**src/rtl/pssp_pkg.sv**
```systemverilog
package pssp_pkg;

  localparam int MaxVertices = 64;
  localparam int IdxW = $clog2(MaxVertices);
  localparam int CntW = IdxW + 1;
  localparam int CoordW = 16;
  localparam int SumW = CoordW + IdxW;
  localparam int OutW = 24;

  typedef enum logic [1:0] {
    OP_APPEND = 2'd0,
    OP_QUERY  = 2'd1,
    OP_CLEAR  = 2'd2,
    OP_NONE   = 2'd3
  } op_t;

  typedef enum logic [1:0] {
    CFG_ROT    = 2'd0,
    CFG_SCALE  = 2'd1,
    CFG_OFFX   = 2'd2,
    CFG_OFFY   = 2'd3
  } cfg_idx_t;

  typedef enum logic [3:0] {
    ST_IDLE,
    ST_TRIG,
    ST_DSUM,
    ST_SCAN,
    ST_LAST,
    ST_XFORM_A,
    ST_XFORM_B,
    ST_XFORM_C,
    ST_DONE,
    ST_OUT
  } state_t;

  // Commands from the controller to the datapath.
  typedef struct packed {
    logic load;
    logic trig;
    logic dsum;
    logic scan_start;
    logic scan_step;
    logic xform_a;
    logic xform_b;
    logic xform_c;
    logic finish;
  } cmd_t;

  // Status from the datapath to the controller.
  typedef struct packed {
    logic scan_last;
    logic trig_last;
  } stat_t;

endpackage

```
**src/rtl/pssp_ctrl.sv**
```systemverilog
module pssp_ctrl import pssp_pkg::*; (
  input  logic  clk,
  input  logic  rst_n,
  input  logic  in_beat,
  input  op_t   op,
  input  logic  out_taken,
  input  stat_t stat,
  output cmd_t  cmd,
  output logic  busy,
  output logic  out_valid
);

  state_t state_r, state_nxt;

  // Next state.
  always_comb begin
    state_nxt = state_r;
    unique case (state_r)
      ST_IDLE:    if (in_beat) state_nxt = (op == OP_QUERY) ? ST_TRIG : ST_OUT;
      ST_TRIG:    if (stat.trig_last) state_nxt = ST_DSUM;
      ST_DSUM:    state_nxt = ST_SCAN;
      ST_SCAN:    if (stat.scan_last) state_nxt = ST_LAST;
      ST_LAST:    state_nxt = ST_XFORM_A;
      ST_XFORM_A: state_nxt = ST_XFORM_B;
      ST_XFORM_B: state_nxt = ST_XFORM_C;
      ST_XFORM_C: state_nxt = ST_DONE;
      ST_DONE:    state_nxt = ST_OUT;
      ST_OUT:     if (out_taken) state_nxt = ST_IDLE;
      default:    state_nxt = ST_IDLE;
    endcase
  end

  always_ff @(posedge clk) begin
    if (!rst_n) state_r <= ST_IDLE;
    else state_r <= state_nxt;
  end

  // Command decode.
  always_comb begin
    cmd = '0;
    cmd.load = in_beat;
    unique case (state_r)
      ST_TRIG:    cmd.trig = 1'b1;
      ST_DSUM:    cmd.dsum = 1'b1;
      ST_SCAN:    cmd.scan_step = 1'b1;
      ST_LAST:    cmd.scan_step = 1'b1;
      ST_XFORM_A: cmd.xform_a = 1'b1;
      ST_XFORM_B: cmd.xform_b = 1'b1;
      ST_XFORM_C: cmd.xform_c = 1'b1;
      ST_DONE:    cmd.finish = 1'b1;
      default:    ;
    endcase
    cmd.scan_start = (state_r == ST_DSUM);
  end

  assign busy = (state_r != ST_IDLE);
  assign out_valid = (state_r == ST_OUT);

  a_out_after_beat: assert property (@(posedge clk) disable iff (!rst_n)
    (in_beat && op != OP_QUERY) |=> out_valid) else $error("no result after beat");
  a_idle_after_take: assert property (@(posedge clk) disable iff (!rst_n)
    out_taken |=> !busy) else $error("not idle after result");
  a_no_beat_busy: assert property (@(posedge clk) disable iff (!rst_n)
    busy |-> !in_beat) else $error("beat while busy");

endmodule

```
**config.mk**
```make
export PLATFORM = sky130hd
export DESIGN_NAME = pssp_ctrl
export DESIGN_NICKNAME = d
export VERILOG_FILES = /design/src/rtl/pssp_pkg.sv /design/src/rtl/pssp_ctrl.sv
export SDC_FILE = /design/constraint.sdc
export NUM_CORES = 1
export LEC_CHECK = 0
export BUFFER_PORTS_ARGS = -buffer_cell sky130_fd_sc_hd__buf_2
export CAP_MARGIN = 40
export CORE_AREA = 3 3 40 42
export DETAILED_ROUTE_END_ITERATION = 12
export DIE_AREA = 0 0 43 45
export PLACE_DENSITY = 0.54
export SLEW_MARGIN = 20
export SYNTH_ARGS = -nofsm -noshare
export SYNTH_HDL_FRONTEND = slang
export SYNTH_SLANG_ARGS = --single-unit
```
**constraint.sdc**
```tcl
create_clock -name clk -period 2.9 [get_ports clk]
set_clock_uncertainty 0.05 [all_clocks]
set_input_delay 0.29 -clock clk [delete_from_list [all_inputs] [get_ports clk]]
set_output_delay 0.29 -clock clk [all_outputs]
set_load 0.02 [all_outputs]
```
---- After elaboration in Yosys (flattened, before gate mapping) ----
Index checks and enable logic that the tools add are counted.
operators by class
  add/sub/neg operators ................... 0
  $mul .................................... 0
  divide/modulo/power cells ............... 0
  order comparisons ....................... 0
  eq/ne operators ......................... 14
  shift operators ......................... 0
  muxes and demuxes ....................... 13
  bitwise operators ....................... 0
  reduce and logical (&&, ||, !) cells .... 4
operators by type and width
  cell                  number
  $pmux W4 S10          1
  $mux W4               5
  $eq A4 B3 Y1 const B  4
  $eq A4 B2 Y1 const B  2
  $eq A4 B4 Y1 const B  2
  $ne A2 B2 Y1 const B  4
  $mux W1               7
  $eq A4 B1 Y1 const B  1
  $logic_not A4 Y1      1
  $reduce_and A4 Y1     1
  $reduce_bool A4 Y1    1
  $eq A2 B1 Y1 const B  1
  $reduce_or A2 Y1      1
storage, ports and cells
  flip-flop bits (word level) ............. 4
  bits in latches ......................... 0
  bits in writable memories ............... 0
  bits in read-only memories .............. 0
  input bits .............................. 8
  output and inout bits ................... 11
  word-level logic and storage cells ...... 32
  memories ................................ 0

---- Depth between registers and ports, before layout ----
  depth in word-level cells ............... 4
  mapped depth ............................ 4
  mapped depth without buffers ............ 3

---- Least setup slack after synthesis ----
OpenSTA, ideal clock, no wires.
  path kind ............................... register to output
  from .................................... register state_r[2]
  to ...................................... output port cmd[6] in the netlist's numbering
  data arrival time ....................... 1.654 ns
  required time ........................... 2.560 ns
  path slack .............................. 0.906 ns
  stages on the path, launching flop included .. 4
  buffers on the path ..................... 2
  cells stage by stage .................... dfxtp_1 > buf_1 > nor4b_1 > buf_4
RTL lines
  what                    line             RTL
  from (decl)             pssp_ctrl.sv:13  state_t state_r, state_nxt;
  from (signal assigned)  pssp_ctrl.sv:35  else state_r <= state_nxt;
  to (decl)               pssp_ctrl.sv:8   output cmd_t cmd,

---- Final worst setup path ----
  from .................................... register state_r[2]
  to ...................................... output port busy
on the way
  cells in the longest elaborated chain, start to end .. 1
ends and longest elaborated chain
  what                line             RTL
  $reduce_bool A4 Y1  pssp_ctrl.sv:56  assign busy = (state_r != ST_IDLE);
  to (decl)           pssp_ctrl.sv:9   output logic busy,
No other way between the ends.

==> results.cfg <==
[global_routing]
first_global_vias = 323
grt_pass1_wl_um = 1370
grt_max_degree = 14
grtUsageTotal_pct = 9.65
antenna_found_initial = 0
grt-ovfl-total = 0

[power]
power_frac_seq_pct = 32.7
power_frac_comb_pct = 39.1
power_frac_clock_pct = 28.2
intPower_uw = 155
irDropWorstVdd_v = 0.000166
p_sw_share_pct = 39.5
p_switching_uw = 101
power.leakage_uw = 0.000227
power_density_nw_per_um2 = 579

[finish]
drive_above_1_share_pct = 40.3
top_regs = state_r (4)
multi_input_area_um2 = 223
nets = 72
register_area_um2 = 80.1
antenna_cells = 0
regMostFlops = state_r
n_fill_cell = 147
synthToLayoutAreaGrowth_pct = 27.9
final_design_area_no_fill_um2 = 442
largest_reg_flops = 4

[place]
routabilityCongestion = 0.740
port_buffers = 18
place_ws_ns = 1.41
placed_cell_area_um2 = 419
dp_hpwl_um = 617

[clock_network]
numCtsBuffers = 3
cts_setup_buffers = 0
clk_pin_slew_ns = 0.04
clock_latency_ns = 0.24
clk_path_buf_depth = 2
clock_sinks = 4
cts.htree.levels = 1
tritoncts = built
cts_resized = 0
ctsHoldBuffers = 0
cts_root_buf = clkbuf_4

[route]
wl_met2_um = 359
vias = 360
highest_layer = met3
drt_pre_antenna_iters = 2
avgViaCountPerCell = 4.68
wire_per_inst_um = 10.9
drtIter0Drc = 5
ant_nets = 0
drcViolationCount = 0
wl_met3_um = 69
routed_wl_um = 839
met1Wirelength_um = 410

[sta]
finalCritPeriodShare_pct = 60.1
slew_headroom_pct = 73.5
period_needed_ns = 1.74
worst-slew-pin-transition_ns = 0.396
setup_ws_ns = 1.16
finalHoldViolations = 0
tns_ns = 0
rsz0062_at_grt = no
finalSetupViolations = 0
max_freq_mhz = 573
slew_violations = 0

[worst_setup_path]
critical_path_required_ns = 2.56
critPathKind = flop to output pin
startpoint_type = flop
reg2regPathDepth = 3
crit_fanout = 13
cp-end-kind = output pin
crit_arrival_ns = 1.40

[die]
fp-row-count = 13
ioPinCount = 19
die-area_um2 = 1940
die_h_um = 45
die_x_um = 43
core_area_um2 = 1280
initial_core_util_pct = 26.9

[job]
max_cap_viol_count = 0

[yosys]
synth_nets = 54
yosys_warnings = 0
ys_seq_area_share_pct = 23.2
synth-main-ff-cell = dfxtp_1
synth-edff-count = 0
syn_area_per_cell_um2 = 7.51
netlist_instances = 46
synthDistinctLibCells = 29
ys_seq_elements = 4
synthesis.area_um2 = 345
ys_async_sr_fraction_pct = 0

[hold_path]
hold_class = input port to flop
hold_depth = 3

[outcome]
status = finished, final reports clean
-- cell type report --
cell class	count	area share, %
clock buffers	3	5.10
inverters	2	1.70
multi-input cells	35	50.4
flip-flops and latches	4	18.1
well taps	15	4.25
repair buffers	18	20.4
-- cell usage after synthesis (2+ instances only) --
master	count	share of area, %
inv_1	2	2.2
buf_4	2	4.3
o21ai_0	2	2.9
dfxtp_1	4	23
nor2b_1	3	5.4
nor2_1	8	8.7
nand2_1	3	3.3
-- power by group through the flow --
stage                     clock network, µW  registers (µW)  logic (µW)
after floorplan                           0            71.2        89.9
after global routing                   80.6            86.4         110
after CTS                              75.9            83.7         101
final                                  72.1            83.5        99.9
after global placement                    0            84.8         101
after detailed placement                  0            85.0         100
-- cells by family after synthesis --
group	count (synthesis)	synth area share, %
and+or+nand+nor	25	41.7
muxes	1	3.26
DFF	4	23.2
buffers and inverters	7	12.3
AOI/OAI and AO/OA	8	17.0
xor gates and xnor gates	1	2.54
-- placed cells by master, fill, tap and decap left out, types with 2 or more instances in the layout --
cell and instances:
buf_2 18, nor2_1 8, dfxtp_1 4, nor2b_1 3, nand2_1 3, clkbuf_4 3
inv_1 2, o21ai_0 2
-- per-layer routing --
metal / up-vias / global-route usage, %
met5: - / 0
met4: 0 / 7.23
met3: 0 / 2.79
met2: 17 / 13.5
met1: 148 / 12.5
li1: 195 / -
-- worst paths after layout --
kind,start,to,slack (ns)
worst max-delay path,state_r[2]$_SDFFE_PN0P_,busy,1.16
worst min-delay path,rst_n,state_r[0]$_SDFFE_PN0P_,0.26
worst max register to register,state_r[1]$_SDFFE_PN0P_,state_r[2]$_SDFFE_PN0P_,1.39
worst min register to register,state_r[1]$_SDFFE_PN0P_,state_r[3]$_SDFFE_PN0P_,0.60
-- critical path, cell delays in order (launching register included) --
cell and delay [ns]:
dfxtp_1 0.42, or4_4 0.57, buf_2 0.17
-- stage by stage --
stage,hold WS (ns),total power (µW),instances,utilization (%)
after detailed placement,0.501,185,74,32.6
after global placement,0.506,186,74,32.6
after global routing,0.261,277,77,34.4
after CTS,0.249,261,77,34.4
final,0.257,256,77,34.4
after floorplan,0.367,161,46,-
(Power assumes the default switching activity.)
